`config.mk`:
```
export PLATFORM = sky130hd
export DESIGN_NAME = encoder_frame_receiver_top
export DESIGN_NICKNAME = d
export VERILOG_FILES = /design/src/hdl/efr_pkg.sv /design/src/hdl/efr_front.sv /design/src/hdl/efr_queue.sv /design/src/hdl/efr_back.sv /design/src/hdl/encoder_frame_receiver_top.sv
export SDC_FILE = /design/constraint.sdc
export NUM_CORES = 1
export LEC_CHECK = 0
export BUFFER_PORTS_ARGS = -buffer_cell sky130_fd_sc_hd__buf_4
export CAP_MARGIN = 20
export CORE_UTILIZATION = 62
export DETAILED_ROUTE_END_ITERATION = 7
export PLACE_DENSITY = 0.8
export SYNTH_ARGS = -nofsm -noshare
export SYNTH_HDL_FRONTEND = slang
export SYNTH_SLANG_ARGS = --single-unit
```
`constraint.sdc`:
```
create_clock -name clock -period 12.2 [get_ports clock]
set_input_delay 3.05 -clock clock [delete_from_list [all_inputs] [get_ports clock]]
set_output_delay 3.05 -clock clock [all_outputs]
set_load 0.05 [all_outputs]
```
`src/hdl/efr_pkg.sv`:
```
`timescale 1ns / 1ps
// ----------------------------------------------------------------------------
// efr_pkg
// Shared types and constants for the encoder frame receiver.
// ----------------------------------------------------------------------------
package efr_pkg;

   localparam int FRAME_LEN = 11;
   localparam int IDX_W     = $clog2(FRAME_LEN);
   localparam int BYTE_W    = 8;
   localparam int OFF_W     = 4;
   localparam int WORD_W    = 32;
   localparam int ERR_W     = 16;
   localparam int LIMIT_W   = 8;
   localparam int CSR_IDX_W = 1;
   localparam int CSR_DAT_W = 16;
   localparam int Q_DEPTH   = 2;
   localparam int Q_PTR_W   = $clog2(Q_DEPTH);
   localparam int Q_CNT_W   = $clog2(Q_DEPTH + 1);

   localparam logic [BYTE_W-1:0] HDR_BYTE0 = 8'h01;
   localparam logic [BYTE_W-1:0] HDR_BYTE1 = 8'h01;
   localparam logic [BYTE_W-1:0] HDR_BYTE2 = 8'h03;

   localparam logic [LIMIT_W-1:0]   ERROR_LIMIT_RESET    = 8'd5;
   localparam logic [CSR_DAT_W-1:0] RECOVERY_TICKS_RESET = 16'd100;

   localparam logic CMD_BYTE = 1'b0;
   localparam logic CMD_TICK = 1'b1;

   localparam logic [CSR_IDX_W-1:0] CSR_ERROR_LIMIT    = 1'd0;
   localparam logic [CSR_IDX_W-1:0] CSR_RECOVERY_TICKS = 1'd1;

   typedef logic [FRAME_LEN-1:0][BYTE_W-1:0] frame_type;

   typedef struct packed {
      logic             good;
      logic [IDX_W-1:0] offset;
      logic             now_stopped;
      frame_type        bytes;
   } frame_entry_type;

endpackage

```
`src/hdl/efr_front.sv`:
```
`timescale 1ns / 1ps
// ----------------------------------------------------------------------------
// efr_front
// Takes in items, fills the frame, finds the header and keeps error state.
// ----------------------------------------------------------------------------
module efr_front import efr_pkg::*; (
   input  logic                 clock,
   input  logic                 reset,
   input  logic                 req_valid,
   output logic                 req_stall,
   input  logic                 req_command,
   input  logic [BYTE_W-1:0]    req_rx_byte,
   input  logic                 csr_write,
   input  logic [CSR_IDX_W-1:0] csr_index,
   input  logic [CSR_DAT_W-1:0] csr_data,
   input  logic                 q_full,
   output logic                 q_push,
   output frame_entry_type      q_entry
);

   logic [IDX_W-1:0]     fill_ff, fill_in;
   logic [ERR_W-1:0]     err_ff, err_in;
   logic                 stopped_ff, stopped_in;
   logic [LIMIT_W-1:0]   limit_ff;
   logic [CSR_DAT_W-1:0] ticks_ff;
   frame_type            frame_ff;
   frame_type            frame_cur;
   logic [FRAME_LEN-1:0] match;
   logic                 found;
   logic [IDX_W-1:0]     found_off;
   logic [ERR_W-1:0]     err_next;
   logic [ERR_W-1:0]     err_dec;
   logic                 over;
   logic                 accept;
   logic                 take_byte;
   logic                 last_byte;

   assign req_stall = q_full;
   assign accept    = req_valid && !req_stall;
   assign take_byte = accept && (req_command == CMD_BYTE) && !stopped_ff;
   assign last_byte = (fill_ff == IDX_W'(FRAME_LEN - 1));

   always_comb begin
      frame_cur          = frame_ff;
      frame_cur[fill_ff] = req_rx_byte;
   end

   for (genvar r = 0; r < FRAME_LEN; r++) begin : g_match
      localparam int P1 = (r + 1) % FRAME_LEN;
      localparam int P2 = (r + 2) % FRAME_LEN;
      assign match[r] = (frame_cur[r] == HDR_BYTE0) && (frame_cur[P1] == HDR_BYTE1) &&
                        (frame_cur[P2] == HDR_BYTE2);
   end

   always_comb begin
      found     = 1'b0;
      found_off = '0;
      for (int r = FRAME_LEN - 1; r >= 0; r--) begin
         if (match[r]) begin
            found     = 1'b1;
            found_off = IDX_W'(r);
         end
      end
   end

   assign err_next = (found ? '0 : err_ff) + ERR_W'(1);
   assign over     = err_next > ERR_W'(limit_ff);
   assign err_dec  = (err_ff == '0) ? '0 : err_ff - ERR_W'(1);

   assign q_push              = take_byte && last_byte;
   assign q_entry.good        = found;
   assign q_entry.offset      = found_off;
   assign q_entry.now_stopped = over;
   assign q_entry.bytes       = frame_cur;

   always_comb begin
      fill_in    = fill_ff;
      err_in     = err_ff;
      stopped_in = stopped_ff;
      if (accept && (req_command == CMD_TICK) && stopped_ff) begin
         err_in = err_dec;
         if (err_dec == '0) begin
            stopped_in = 1'b0;
            fill_in    = '0;
         end
      end else if (take_byte) begin
         if (last_byte) begin
            fill_in    = '0;
            err_in     = over ? ERR_W'(ticks_ff) : err_next;
            stopped_in = over;
         end else begin
            fill_in = fill_ff + IDX_W'(1);
         end
      end
   end

   always_ff @(posedge clock) begin
      if (reset) begin
         fill_ff    <= '0;
         err_ff     <= '0;
         stopped_ff <= 1'b0;
      end else begin
         fill_ff    <= fill_in;
         err_ff     <= err_in;
         stopped_ff <= stopped_in;
      end
   end

   always_ff @(posedge clock) begin
      if (reset) begin
         limit_ff <= ERROR_LIMIT_RESET;
         ticks_ff <= RECOVERY_TICKS_RESET;
      end else if (csr_write) begin
         case (csr_index)
            CSR_ERROR_LIMIT:    limit_ff <= csr_data[LIMIT_W-1:0];
            CSR_RECOVERY_TICKS: ticks_ff <= csr_data;
            default: ;
         endcase
      end
   end

   always_ff @(posedge clock) begin
      if (take_byte) begin
         frame_ff[fill_ff] <= req_rx_byte;
      end
   end

endmodule

```
`src/hdl/efr_queue.sv`:
```
`timescale 1ns / 1ps
// ----------------------------------------------------------------------------
// efr_queue
// Short FIFO of completed frames between the front and back parts.
// ----------------------------------------------------------------------------
module efr_queue import efr_pkg::*; (
   input  logic            clock,
   input  logic            reset,
   input  logic            push,
   input  frame_entry_type push_entry,
   output logic            full,
   input  logic            pop,
   output logic            head_valid,
   output frame_entry_type head_entry
);

   frame_entry_type      mem_ff [Q_DEPTH];
   logic [Q_PTR_W-1:0]   wr_ptr_ff, rd_ptr_ff;
   logic [Q_CNT_W-1:0]   count_ff;

   assign full       = (count_ff == Q_CNT_W'(Q_DEPTH));
   assign head_valid = (count_ff != '0);
   assign head_entry = mem_ff[rd_ptr_ff];

   always_ff @(posedge clock) begin
      if (reset) begin
         wr_ptr_ff <= '0;
         rd_ptr_ff <= '0;
         count_ff  <= '0;
      end else begin
         if (push) begin
            wr_ptr_ff <= wr_ptr_ff + Q_PTR_W'(1);
         end
         if (pop) begin
            rd_ptr_ff <= rd_ptr_ff + Q_PTR_W'(1);
         end
         case ({push, pop})
            2'b10:   count_ff <= count_ff + Q_CNT_W'(1);
            2'b01:   count_ff <= count_ff - Q_CNT_W'(1);
            default: count_ff <= count_ff;
         endcase
      end
   end

   always_ff @(posedge clock) begin
      if (push) begin
         mem_ff[wr_ptr_ff] <= push_entry;
      end
   end

endmodule

```
`src/hdl/efr_back.sv`:
```
`timescale 1ns / 1ps
// ----------------------------------------------------------------------------
// efr_back
// Extracts the encoder counts at the header rotation into the result register.
// ----------------------------------------------------------------------------
module efr_back import efr_pkg::*; (
   input  logic              clock,
   input  logic              reset,
   input  logic              q_valid,
   input  frame_entry_type   q_entry,
   output logic              q_pop,
   output logic              rsp_valid,
   input  logic              rsp_stall,
   output logic              rsp_frame_good,
   output logic [OFF_W-1:0]  rsp_header_offset,
   output logic [WORD_W-1:0] rsp_left_count,
   output logic [WORD_W-1:0] rsp_right_count,
   output logic              rsp_now_stopped
);

   logic [FRAME_LEN-1:0][WORD_W-1:0] left_cand, right_cand;
   logic [WORD_W-1:0]                left_sel, right_sel;
   logic                             valid_ff;
   logic                             good_ff;
   logic [OFF_W-1:0]                 off_ff;
   logic [WORD_W-1:0]                left_ff, right_ff;
   logic                             stop_ff;

   for (genvar r = 0; r < FRAME_LEN; r++) begin : g_rot
      localparam int L0 = (r + 3) % FRAME_LEN;
      localparam int L1 = (r + 4) % FRAME_LEN;
      localparam int L2 = (r + 5) % FRAME_LEN;
      localparam int L3 = (r + 6) % FRAME_LEN;
      localparam int R0 = (r + 7) % FRAME_LEN;
      localparam int R1 = (r + 8) % FRAME_LEN;
      localparam int R2 = (r + 9) % FRAME_LEN;
      localparam int R3 = (r + 10) % FRAME_LEN;
      assign left_cand[r]  = {q_entry.bytes[L0], q_entry.bytes[L1],
                              q_entry.bytes[L2], q_entry.bytes[L3]};
      assign right_cand[r] = {q_entry.bytes[R0], q_entry.bytes[R1],
                              q_entry.bytes[R2], q_entry.bytes[R3]};
   end

   always_comb begin
      left_sel  = '0;
      right_sel = '0;
      for (int r = 0; r < FRAME_LEN; r++) begin
         if (q_entry.good && (q_entry.offset == IDX_W'(r))) begin
            left_sel  = left_cand[r];
            right_sel = right_cand[r];
         end
      end
   end

   assign q_pop = q_valid && (!valid_ff || !rsp_stall);

   always_ff @(posedge clock) begin
      if (reset) begin
         valid_ff <= 1'b0;
      end else if (q_pop) begin
         valid_ff <= 1'b1;
      end else if (!rsp_stall) begin
         valid_ff <= 1'b0;
      end
   end

   always_ff @(posedge clock) begin
      if (q_pop) begin
         good_ff  <= q_entry.good;
         off_ff   <= q_entry.good ? OFF_W'(q_entry.offset) : '0;
         left_ff  <= left_sel;
         right_ff <= right_sel;
         stop_ff  <= q_entry.now_stopped;
      end
   end

   assign rsp_valid         = valid_ff;
   assign rsp_frame_good    = good_ff;
   assign rsp_header_offset = off_ff;
   assign rsp_left_count    = left_ff;
   assign rsp_right_count   = right_ff;
   assign rsp_now_stopped   = stop_ff;

endmodule

```
`src/hdl/encoder_frame_receiver_top.sv`:
```
`timescale 1ns / 1ps
// ----------------------------------------------------------------------------
// encoder_frame_receiver_top
// Path: a completed frame is written into the frame queue and from there into
// the result register, where rsp_valid turns high.
// Throughput: one item per cycle while the queue has room; the two-entry frame
// queue and result register set how long the input holds under output stall.
// Reset: synchronous, active high; empties the frame, clears the error count,
// the stopped flag and the queue, and loads the register defaults.
// ----------------------------------------------------------------------------
module encoder_frame_receiver_top import efr_pkg::*; (
   input  logic                 clock,
   input  logic                 reset,
   input  logic                 req_valid,
   output logic                 req_stall,
   input  logic                 req_command,
   input  logic [BYTE_W-1:0]    req_rx_byte,
   output logic                 rsp_valid,
   input  logic                 rsp_stall,
   output logic                 rsp_frame_good,
   output logic [OFF_W-1:0]     rsp_header_offset,
   output logic [WORD_W-1:0]    rsp_left_count,
   output logic [WORD_W-1:0]    rsp_right_count,
   output logic                 rsp_now_stopped,
   input  logic                 csr_valid,
   output logic                 csr_ready,
   input  logic [CSR_IDX_W-1:0] csr_index,
   input  logic [CSR_DAT_W-1:0] csr_data
);

   logic            q_full;
   logic            q_push;
   logic            q_pop;
   logic            q_valid;
   frame_entry_type push_entry;
   frame_entry_type head_entry;

   assign csr_ready = 1'b1;

   efr_front u_front (
      .clock       (clock),
      .reset       (reset),
      .req_valid   (req_valid),
      .req_stall   (req_stall),
      .req_command (req_command),
      .req_rx_byte (req_rx_byte),
      .csr_write   (csr_valid && csr_ready),
      .csr_index   (csr_index),
      .csr_data    (csr_data),
      .q_full      (q_full),
      .q_push      (q_push),
      .q_entry     (push_entry)
   );

   efr_queue u_queue (
      .clock      (clock),
      .reset      (reset),
      .push       (q_push),
      .push_entry (push_entry),
      .full       (q_full),
      .pop        (q_pop),
      .head_valid (q_valid),
      .head_entry (head_entry)
   );

   efr_back u_back (
      .clock             (clock),
      .reset             (reset),
      .q_valid           (q_valid),
      .q_entry           (head_entry),
      .q_pop             (q_pop),
      .rsp_valid         (rsp_valid),
      .rsp_stall         (rsp_stall),
      .rsp_frame_good    (rsp_frame_good),
      .rsp_header_offset (rsp_header_offset),
      .rsp_left_count    (rsp_left_count),
      .rsp_right_count   (rsp_right_count),
      .rsp_now_stopped   (rsp_now_stopped)
   );

endmodule

```
Yosys cells after proc, flatten, opt, wreduce, memory -nomap -nowiden
Memories as Yosys holds them, arrays and structs flattened. A register that Yosys moved wholly into a read port is not among the register bits.
Cells that the tools add are included.
Widths: inputs -> output; s select.
Storage, ports and cells
  flip-flop bits (word level): 208
  memories: 1
  bits in writable memories: 188
  input bits: 31
  output and inout bits: 73
Operators by class
  bitwise gates (word level): 2
  reduce and logical (&&, ||, !) cells: 58
  mux-type cells: 68
  equal/unequal tests: 38
  $lt $le $gt $ge: 3
  add/subtract/negate cells: 7
Memories
  u_queue.mem_ff: words 2, width 94, read ports 1, clocked after Yosys merged registers in 1, wr ports 1, RTL line efr_queue.sv:17  | frame_entry_type mem_ff [Q_DEPTH];
Operators by type and width (number)
  $mux 32: 22
  $mux 16: 6
  $bwmux 88: 1
  $eq 8x1->1 const B: 11
  $eq 8x2->1 const B: 11
  $mux 4: 15
  $logic_and 1x1->1: 41
  $demux 8 s4: 1
  $logic_not 16->1: 2
  $mux 1: 21
  $add 16x1->16 const B: 1
  $eq 4x3->1 const B: 4
  $eq 4x4->1 const B: 4
  $gt 16x8->1: 1
  $sub 16x1->16 const B: 1
  $eq 4x2->1 const B: 2
  $mux 8: 1
  $reduce_and 2->1: 4
  $reduce_bool 2->1: 4
  $lt 4x5->1 const B: 1
  $add 4x1->4 const B: 1
  $eq 2x2->1 const B: 2
  $eq 4x1->1 const B: 1
  $ge 4x1->1 const B: 1
  12 further kinds: 17

Longest topological paths before layout
Gate-level depths: netlist (run 1).
  depth after elaboration: 26
  depth in mapped cells: 26

By module
A second synthesis (run 1) with hierarchy kept.
Second synthesis, totals
  cells, all modules: 2334
  area, all modules: 23608.9 um2
By module, submodules not included
  efr_back: cells an instance 1223, area an instance 8996.1 um2, instances 1
  efr_front: cells an instance 795, area an instance 7599.8 um2, instances 1
  efr_queue: cells an instance 314, area an instance 7001.7 um2, instances 1
  encoder_frame_receiver_top: cells an instance 2, area an instance 11.3 um2, instances 1

Worst setup path after synthesis (run 1)
OpenSTA, ideal clock, no wires.
  path kind: input to register
  start: in req_command
  end: mem u_queue.mem_ff[0][0] (netlist name) (enable)
  required time: 11.651 ns
  path slack: 2.178 ns
  path buffers: 0
  stages: 6
  arrival time: 9.473 ns
  path through: nor2_1 nand3_1 inv_1 and2_1 inv_1 nor2_1
On the way
  word-level cells in the longest chain between the ends: 6
Ends and longest elaborated chain
  start: declaration: RTL line encoder_frame_receiver_top.sv:16  | input logic req_command,
  $not 1->1: RTL line efr_front.sv:40  | assign take_byte = accept && (req_command == CMD_BYTE) && !stopped_ff;
  $logic_and 1x1->1 (2 in series): RTL line efr_front.sv:40
  via u_front.take_byte: RTL line efr_front.sv:35  | logic take_byte;
  $logic_and 1x1->1: RTL line efr_front.sv:70  | assign q_push = take_byte && last_byte;
  $mux 1: RTL line efr_queue.sv:46  | if (push) begin
  $mux 1 (not written as such): RTL line efr_queue.sv:47  | mem_ff[wr_ptr_ff] <= push_entry;
  end: declaration: RTL line efr_queue.sv:17
The timed path passes the listed nets, and every way through them passes these cells.

Worst setup path after layout (run 1)
  start: in req_rx_byte[3]
  end: reg u_front.err_ff[2]
On the way
  word-level cells in the longest chain between the ends: 22
  elaborated cells on any way between the ends: 63
  classes of those cells: add/sub (1); order compare (1); eq/ne (22); mux (17); reduce/logical (22)
Ends and longest elaborated chain
  start: declaration: RTL line encoder_frame_receiver_top.sv:17  | input logic [BYTE_W-1:0] req_rx_byte,
  $bwmux 88 *: RTL line efr_front.sv:45  | frame_cur[fill_ff] = req_rx_byte;
  $eq 8x1->1: RTL line efr_front.sv:51  | assign match[r] = (frame_cur[r] == HDR_BYTE0) && (frame_cur[P1] == HDR_BYTE1) &&
  $logic_and 1x1->1 (2 in series): RTL line efr_front.sv:51
  $mux 1 (10 in series): RTL line efr_front.sv:59  | if (match[r]) begin
  $mux 1 *: RTL line efr_front.sv:59
  $mux 16 *: RTL line efr_front.sv:66  | assign err_next = (found ? '0 : err_ff) + ERR_W'(1);
  $add 16x1->16 *: RTL line efr_front.sv:66
  $gt 16x8->1: RTL line efr_front.sv:67  | assign over = err_next > ERR_W'(limit_ff);
  $mux 16 *: RTL line efr_front.sv:89  | err_in = over ? ERR_W'(ticks_ff) : err_next;
  $mux 16 *: RTL line efr_front.sv:87  | if (last_byte) begin
  $mux 16 *: RTL line efr_front.sv:86  | end else if (take_byte) begin
  $mux 16 *: RTL line efr_front.sv:80  | if (accept && (req_command == CMD_TICK) && stopped_ff) begin
  end signal: assignment: RTL line efr_front.sv:104  | err_ff <= err_in;
  end: declaration: RTL line efr_front.sv:22  | logic [ERR_W-1:0] err_ff, err_in;
Mark *: on every way between the ends. The rest lies on a longest branch, timed or not. The select of a mux whose other input is x is not followed.
A chain may end at the register's enable or synchronous reset.

==> results.yml, run 1 <==
status:
  outcome: "finished with violations"
  failed_checks: "DRC"
logic_synthesis:
  synth_enable_flop_cells: 346
  synth_area_per_cell_um2: 11.0
  postSynthNetCount: 1948
  seq_area_frac_synth: 0.544
  synth-seq-cells: 397
  yosys_warnings: 0
  synth_flop_cell: "sky130_fd_sc_hd__edfxtp_1"
  synth_top_cell_area_share: 0.495
  netlist_instances: 1906
  post_synth_num_cell_types: 80
  synth_async_sr_flop_share: 0
  synth.cell_area_um2: 21000
  synth.top_cells.by_area: "sky130_fd_sc_hd__edfxtp_1 50%, sky130_fd_sc_hd__dfxtp_1 4.9%, sky130_fd_sc_hd__mux2_2 4.8%, sky130_fd_sc_hd__mux2i_1 4.8%, sky130_fd_sc_hd__nand2_1 3.8%"
  synth.largest_area_cell: "sky130_fd_sc_hd__edfxtp_1"
placement:
  place_hpwl_mm: 41.0
  placement.io_buffers: 102
  place.gp.congestion: 0.953
  placedCellCount: 2339
timing:
  worst_slew_margin_rel: 0.215
  grt_setup_unrepaired: "false"
  worst_slew_pin_slew_ns: 1.14
  layout_worst_path_cycle_share: 0.600
  period_minus_slack_ns: 7.32
  setup_total_negative_slack_ns: 0
  max_clock_freq_mhz: 137
  report.final.slew_viol_count: 0
  finalSetupViolations: 0
  final.setup_skew_ns: 0.0237
  hold_vio_cnt_final: 0
route:
  drt-initial-drc-count: 3371
  via_count: 17600
  routed_wl_mm: 63.2
  drc: 3
  dr.pass1.iters: 8
  wire_per_inst_um: 26.1
  detail_route.vias_per_cell: 7.29
  final_antenna_net_count: 0
layout:
  layout_common_cells: "346 x sky130_fd_sc_hd__edfxtp_1, 209 x sky130_fd_sc_hd__nand2_1, 142 x sky130_fd_sc_hd__buf_4"
  final_net_count: 1981
  layout_commonest_cell: "sky130_fd_sc_hd__edfxtp_1"
  drive_above_1_share: 0.174
  n_antenna_cell: 0
  fin_cells: 2420
  syn2layout_area_growth_pct: 11.5
  fin_util: 0.700
clock_network:
  cts.hold.buffers_added: 0
  cts.root.buffer_cell: "sky130_fd_sc_hd__clkbuf_16"
  insertion_delay_ns: 0.57
  htreeDepth: 2
  cts_tree: "yes"
  clock_tree.buffer_depth: 3
  cts_made_buffers: 41
  cts.repair.resized: 0
  cts_setup_buffers: 0
  clk_pin_slew_ns: 0.06
  clock_sink_count: 397
floorplan:
  floorplan.initialDensity: 0.627
  core_area_um2: 33400
  floorplan.die.height_um: 186
  die_area_um2: 34600
  placement_rows: 67
  io_pins: 104
  die_width_um: 186
setup_path:
  timing.critical_path.slowest_cell_delay_ns: 0.52
  worstSetupPathType: "input pin to flip-flop"
  timing.critical_path.max_delay_family: "compound AO/OA/AOI/OAI gates"
  crit_cells: 22
  timing.critical_path.required_ns: 12.65
  slowest_stage: "sky130_fd_sc_hd__a221oi_1"
  critical_path.startpoint_type: "input pin"
  worstRegToRegCells: 21
  worstPathCellList: "buf_4 > nor4b_2 > clkbuf_4 > nand3_1 > a221oi_1 > o21ai_2 > nand4_4 > or2_2 > nor2_1 > ha_1 > inv_1 > nor2_1 > xor2_1 > nor2b_1 > ha_1 > a21o_1 > a21oi_1 > nand2b_1 > o21ai_0 > o31ai_4 > and4b_1 > a211o_1"
  cp_num_buf_inv: 3
  critical_path.max_fanout: 13
  timing.critical_path.to_type: "flip-flop"
  critical_path_arrival_ns: 7.77
  reg2reg_setup_slack_ns: 6.11
grt:
  grt_usage: 0.365
  grt_max_degree: 91
  total_gr_overflow: 0
  grt_antenna_before_repair: 0
  grt_first_pass_wirelength_mm: 95.3
  number_of_global_route_vias_before_repair: 15700
min_path:
  min-delay-path-class: "flip-flop to flip-flop"
  cell_depth_of_the_worst_min_delay_path: 2
run:
  max-cap-violations: 0
power_and_ir_drop:
  total_leakage_power_nw: 7.68
  cell_pwr_density_nw_per_um2: 160
  power.ir.vdd_worst_uv: 130
==> through the flow <==
stage | worst slack [ns] | total power, W | hold slack (ns) | instance area [µm²]
after global routing | 4.59 | 0.00386 | 0.474 | 23400
after CTS | 4.46 | 0.00372 | 0.457 | 23300
after detailed placement | 3.87 | 0.00251 | 0.442 | 22000
final | 4.88 | 0.00375 | 0.455 | 23400
after floorplan | 2.18 | 0.00226 | 0.426 | 21000
after global placement | 3.96 | 0.00249 | 0.437 | 22000
==> power by group <==
group | switching [W] | leakage [nW] | internal [W] | total, W
clock | 0.000535 | 0.634 | 0.000699 | 0.00123
combinational | 0.000588 | 3.47 | 0.000289 | 0.000878
sequential | 0.0000488 | 3.58 | 0.00159 | 0.00164
==> worst reg2reg max path: stages (launching register included) <==
cell and delay (ns):
sky130_fd_sc_hd__dfxtp_1 0.80, sky130_fd_sc_hd__nor4b_4 0.85, sky130_fd_sc_hd__mux2i_1 0.27, sky130_fd_sc_hd__clkinv_2 0.15
sky130_fd_sc_hd__a211oi_2 0.07, sky130_fd_sc_hd__o2111ai_2 0.30, sky130_fd_sc_hd__nand4_4 0.18, sky130_fd_sc_hd__or2_2 0.41
sky130_fd_sc_hd__nor2_1 0.18, sky130_fd_sc_hd__ha_1 0.32, sky130_fd_sc_hd__inv_1 0.07, sky130_fd_sc_hd__nor2_1 0.13
sky130_fd_sc_hd__xor2_1 0.21, sky130_fd_sc_hd__nor2b_1 0.17, sky130_fd_sc_hd__ha_1 0.25, sky130_fd_sc_hd__a21o_1 0.16
sky130_fd_sc_hd__a21oi_1 0.19, sky130_fd_sc_hd__nand2b_1 0.08, sky130_fd_sc_hd__o21ai_0 0.39, sky130_fd_sc_hd__o31ai_4 0.29
sky130_fd_sc_hd__and4b_1 0.26, sky130_fd_sc_hd__a211o_1 0.26
==> Yosys cell counts (6+ instances only) <==
library cell,n
sky130_fd_sc_hd__o31ai_1,22
sky130_fd_sc_hd__o221ai_1,62
sky130_fd_sc_hd__a211oi_1,19
sky130_fd_sc_hd__nor4_1,19
sky130_fd_sc_hd__or3_1,11
sky130_fd_sc_hd__a221oi_1,42
sky130_fd_sc_hd__nand4_1,8
sky130_fd_sc_hd__a32oi_1,6
sky130_fd_sc_hd__o211ai_1,14
sky130_fd_sc_hd__clkbuf_1,110
sky130_fd_sc_hd__nor2b_1,9
sky130_fd_sc_hd__xnor2_1,10
sky130_fd_sc_hd__edfxtp_1,346
sky130_fd_sc_hd__a31oi_1,15
sky130_fd_sc_hd__nand2_1,210
sky130_fd_sc_hd__dfxtp_1,51
sky130_fd_sc_hd__ha_1,11
sky130_fd_sc_hd__buf_2,23
sky130_fd_sc_hd__inv_1,26
sky130_fd_sc_hd__nand3_1,54
sky130_fd_sc_hd__a221o_1,12
sky130_fd_sc_hd__mux2_2,90
sky130_fd_sc_hd__nor2_1,124
sky130_fd_sc_hd__o2bb2ai_1,8
sky130_fd_sc_hd__nand3b_1,16
sky130_fd_sc_hd__a22oi_1,11
sky130_fd_sc_hd__nor4b_1,11
sky130_fd_sc_hd__buf_1,11
sky130_fd_sc_hd__o22ai_1,116
sky130_fd_sc_hd__o21ai_0,84
sky130_fd_sc_hd__nor3_1,49
sky130_fd_sc_hd__mux2i_1,100
sky130_fd_sc_hd__a21oi_1,104
sky130_fd_sc_hd__o41ai_1,6
==> state kept, by name, summed over array words and instances (netlist names), 2 cells and up, named ones only <==
register / flops
u_front.limit_ff: 8
u_front.ticks_ff: 16
u_queue.mem_ff: 188
u_back.rsp_header_offset: 4
u_back.rsp_left_count: 32
u_front.frame_ff: 88
u_queue.count_ff: 2
u_back.rsp_right_count: 32
u_front.err_ff: 16
u_front.fill_ff: 4
==> metal layers <==
layer  vias up  routed length [µm]  GRT usage
met3       289                8870      0.103
met4         0                2730      0.137
met2      1393               26300      0.504
met1      8404               25300      0.541
met5         -                   0          0
li1       7560                   -          -
==> final cells by class <==
| class | instances | area [µm²] |
|---|---|---|
| Clock buffer | 54 | 1080 |
| Clock inverter | 22 | 224 |
| Fill cell | 2428 | 10000 |
| Inverter | 28 | 109 |
| Multi-Input combinational cell | 1327 | 8910 |
| Sequential cell | 397 | 11400 |
| Tap cell | 448 | 561 |
| Timing Repair Buffer | 144 | 1100 |
==> path summary, 6_finish.rpt <==
check	from	to
max reg2reg	u_front.fill_ff[2]	u_front.err_ff[2]
min	u_front.ticks_ff[14]	u_front.ticks_ff[14]
max	req_rx_byte[3]	u_front.err_ff[2]
min reg2reg	u_front.ticks_ff[14]	u_front.ticks_ff[14]
==> cell families (layout without fill, tap and decap cells) <==
family,count (synthesis),after routing,synth area share
compound gates,550,550,0.178
xor+xnor,15,15,0.00626
fa+ha+maj,11,11,0.00656
buf+inv,182,248,0.0367
flops,397,397,0.544
mux,191,191,0.0965
other cells,1,1,0.000179
simple gates,559,559,0.132
Note: power is estimated with default switching activity, not from simulation.
==> run 2: changes to the inputs <==
--- a/config.mk
+++ b/config.mk
@@ -5,6 +5,7 @@
 export SDC_FILE = /design/constraint.sdc
 export NUM_CORES = 1
 export LEC_CHECK = 0
+export ABC_AREA = 1
 export BUFFER_PORTS_ARGS = -buffer_cell sky130_fd_sc_hd__buf_4
 export CAP_MARGIN = 20
 export CORE_UTILIZATION = 62
==> constraint.sdc (replaced) <==
create_clock -name clock -period 7 [get_ports clock]
set_input_delay 1.75 -clock clock [delete_from_list [all_inputs] [get_ports clock]]
set_output_delay 1.75 -clock clock [all_outputs]
set_load 0.05 [all_outputs]
==> run 2 against run 1 <==
  * The flow still finishes with violations (DRC)
  * Non-clock buffer count is 3 higher
  * Global-route usage is 0.11 points higher
  * Die area is 3.0% higher
  * First-iteration DRC count is 3.2% lower
  * Cell area is 3.8% higher
  * Sequential power is 78% higher
  * Hold slack better by 0.0052 ns
  * Sequential share of layout area is 1.8 points lower
  * Critical path type unchanged
  * Largest cell class unchanged
  * Highest routed layer unchanged
==> results.yml, run 2 <==
status:
  outcome: "finished with violations"
  failed_checks: "DRC"
setup_path:
  critical_path_arrival_ns: 6.25
  critical_path.reg2reg.endpoint: "u_front.err_ff[14]"
  slowest_stage: "sky130_fd_sc_hd__o41ai_1"
  worstRegToRegCells: 31
  critical_path.startpoint_type: "input pin"
  timing.critical_path.slowest_cell_delay_ns: 0.38
  critical_path.max_fanout: 15
  cp_common_cell: "sky130_fd_sc_hd__nand2_1"
  worstSetupPathType: "input pin to flip-flop"
  reg2reg_setup_slack_ns: 1.37
  timing.critical_path.to_type: "flip-flop"
  timing.critical_path.required_ns: 7.45
  startpoint_of_the_most_critical_register_to_register_path: "u_front.fill_ff[3]"
  setup.worst_path.start: "req_rx_byte[4]"
timing:
  grt_setup_unrepaired: "false"
  hold_vio_cnt_final: 0
  finalSetupViolations: 0
  worst_slew_margin_rel: 0.211
  max_clock_freq_mhz: 172
  layout_worst_path_cycle_share: 0.828
  report.final.slew_viol_count: 0
  worst_slew_pin_slew_ns: 1.17
  final.setup_skew_ns: 0.0209
  period_minus_slack_ns: 5.80
layout:
  multi_input_area_um2: 8720
  finished_layout_cell_area_um2: 24300
  biggestRegsByFlops: "u_queue.mem_ff x188, u_front.frame_ff x88"
  drive_above_1_share: 0.143
  largest_register: "u_queue.mem_ff"
  layout_common_cells: "550 x sky130_fd_sc_hd__nand2_1, 346 x sky130_fd_sc_hd__edfxtp_1, 329 x sky130_fd_sc_hd__nor2_1"
  fillerInstances: 2628
  syn2layout_area_growth_pct: 12.4
  final_net_count: 2619
  largest_register_ffs: 188
  fin_cells: 3065
  ff_latch_area_um2: 11400
  layout_commonest_cell: "sky130_fd_sc_hd__nand2_1"
  n_antenna_cell: 0
min_path:
  min-delay-path-class: "flip-flop to flip-flop"
  cell_depth_of_the_worst_min_delay_path: 2
  min_delay_worst_endpoint: "u_front.ticks_ff[1]"
  hp-start: "u_front.ticks_ff[1]"
power_and_ir_drop:
  combinationalPowerShare: 0.272
  cell_pwr_density_nw_per_um2: 296
  p_clk_frac: 0.322
  total_leakage_power_nw: 9.62
  intPower_w: 0.00462
  total_power_w: 0.00720
  sw_frac_of_total: 0.359
  total_switching_power_w: 0.00259
  power.ir.vdd_worst_uv: 241
  power_frac_seq: 0.406
logic_synthesis:
  synth_async_sr_flop_share: 0
  seq_area_frac_synth: 0.528
  synth_top_cells_by_count: "553 x sky130_fd_sc_hd__nand2_1, 346 x sky130_fd_sc_hd__edfxtp_1, 332 x sky130_fd_sc_hd__nor2_1, 256 x sky130_fd_sc_hd__inv_1, 119 x sky130_fd_sc_hd__o21ai_0"
  synth_enable_flop_cells: 346
  yosysMostFrequentCell: "sky130_fd_sc_hd__nand2_1"
  netlist_instances: 2504
  synth_top_cell_area_share: 0.481
  synth.cell_area_um2: 21600
  synth_flop_cell: "sky130_fd_sc_hd__edfxtp_1"
  postSynthNetCount: 2546
  yosys_warnings: 0
  synth.top_cells.by_area: "sky130_fd_sc_hd__edfxtp_1 48%, sky130_fd_sc_hd__nand2_1 9.6%, sky130_fd_sc_hd__nor2_1 5.8%, sky130_fd_sc_hd__dfxtp_1 4.7%, sky130_fd_sc_hd__inv_1 4.4%"
  synth-seq-cells: 397
  synth_area_per_cell_um2: 8.63
  post_synth_num_cell_types: 54
  synth.largest_area_cell: "sky130_fd_sc_hd__edfxtp_1"
grt:
  total_gr_overflow: 0
  grt_usage: 0.366
  grt_antenna_before_repair: 0
  grt_max_degree: 81
  grt_first_pass_wirelength_mm: 100
  number_of_global_route_vias_before_repair: 17700
clock_network:
  cts_setup_buffers: 0
  cts_tree: "yes"
  insertion_delay_ns: 0.59
  clock_sink_count: 397
  cts.repair.resized: 0
  cts_made_buffers: 41
  clk_pin_slew_ns: 0.06
  cts.root.buffer_cell: "sky130_fd_sc_hd__clkbuf_16"
  htreeDepth: 2
  cts.hold.buffers_added: 0
  clock_tree.buffer_depth: 3
floorplan:
  core_area_um2: 34500
  floorplan.initialDensity: 0.627
  floorplan.die.height_um: 189
  io_pins: 104
  placement_rows: 68
  die_width_um: 189
  die_area_um2: 35600
placement:
  placed_area_um2: 22800
  place_hpwl_mm: 46.1
  place.gp.congestion: 0.977
  placement.io_buffers: 102
  placedCellCount: 2984
route:
  drt-initial-drc-count: 3264
  dr.pass1.iters: 8
  routed_wl_mm: 65.6
  drc: 3
  wire_per_inst_um: 21.4
  final_antenna_net_count: 0
  detail_route.vias_per_cell: 6.35
  via_count: 19500
run:
  max-cap-violations: 0
[run 2: changes by cell type in the layout (fill, tap and decap cells not counted), moves of 52 or more]
cell                        delta
sky130_fd_sc_hd__nand2_1     +341
sky130_fd_sc_hd__inv_1       +228
sky130_fd_sc_hd__nor2_1      +211
sky130_fd_sc_hd__mux2i_1      -93
sky130_fd_sc_hd__mux2_2       -90
sky130_fd_sc_hd__or2_2        +75
sky130_fd_sc_hd__o21ai_1      +64
sky130_fd_sc_hd__o2111ai_1    +52
[run 2: power by group through the flow]
stage	Sequential, W	Clock (W)	Combinational (W)
after floorplan	0.00348	0	0.00127
after global placement	0.00297	0	0.00186
after detailed placement	0.00297	0	0.00188
after CTS	0.00293	0.00233	0.00189
after global routing	0.00294	0.00241	0.00206
final	0.00292	0.00232	0.00196
[run 2: worst max-delay path by stage]
stage	to
finish	u_front.err_ff[14]
global route	u_front.err_ff[12]
CTS	u_front.err_ff[14]
detailed placement	u_front.err_ff[14]
global placement	u_front.err_ff[15]
floorplan	u_queue.mem_ff[1][0]
[run 2: routing by layer]
metal | global-route usage | up-vias | part of all wire
li1 | - | 8839 | -
met1 | 0.511 | 8918 | 0.40
met2 | 0.550 | 1495 | 0.44
met3 | 0.0862 | 213 | 0.13
met4 | 0.151 | 0 | 0.040
met5 | 0 | - | 0
[run 2: cell families (layout without fill, tap and decap cells)]
family                     count (synthesis)  count (layout)  synth area share
muxes                                      6               6           0.00278
and+or+nand+nor                         1189            1189             0.241
buffers and inverters                    393             499            0.0705
other                                      1               1          0.000174
adders and majority gates                 11              11           0.00637
DFF                                      397             397             0.528
AOI/OAI and AO/OA                        496             496             0.147
xor gates and xnor gates                  11              11           0.00446
[run 2: cell type report]
cell class	count	area share
sequential	397	0.470
clock buffer	47	0.0457
clock inverter	29	0.0142
multi-input combinational	1714	0.359
timing repair buffer	147	0.0454
tap	455	0.0234
inverter	276	0.0426
[run 2: through the flow]
| stage | util | hold slack, ns | setup WS [ns] | TNS (ns) |
|---|---|---|---|---|
| after floorplan | - | 0.426 | -0.514 | -95.15 |
| after global placement | 0.662 | 0.433 | 0.928 | 0 |
| after detailed placement | 0.662 | 0.449 | 0.706 | 0 |
| after CTS | 0.704 | 0.458 | 1.28 | 0 |
| after global routing | 0.705 | 0.488 | 0.774 | 0 |
| final | 0.705 | 0.460 | 1.20 | 0 |
[run 2: critical path, delay by kind of cell]
kind            cells  cell delay, ns
compound gates      3            0.80
xor+xnor            1            0.17
fa+ha+maj           2            0.56
simple gates       17            2.43
buf+inv             5            0.51
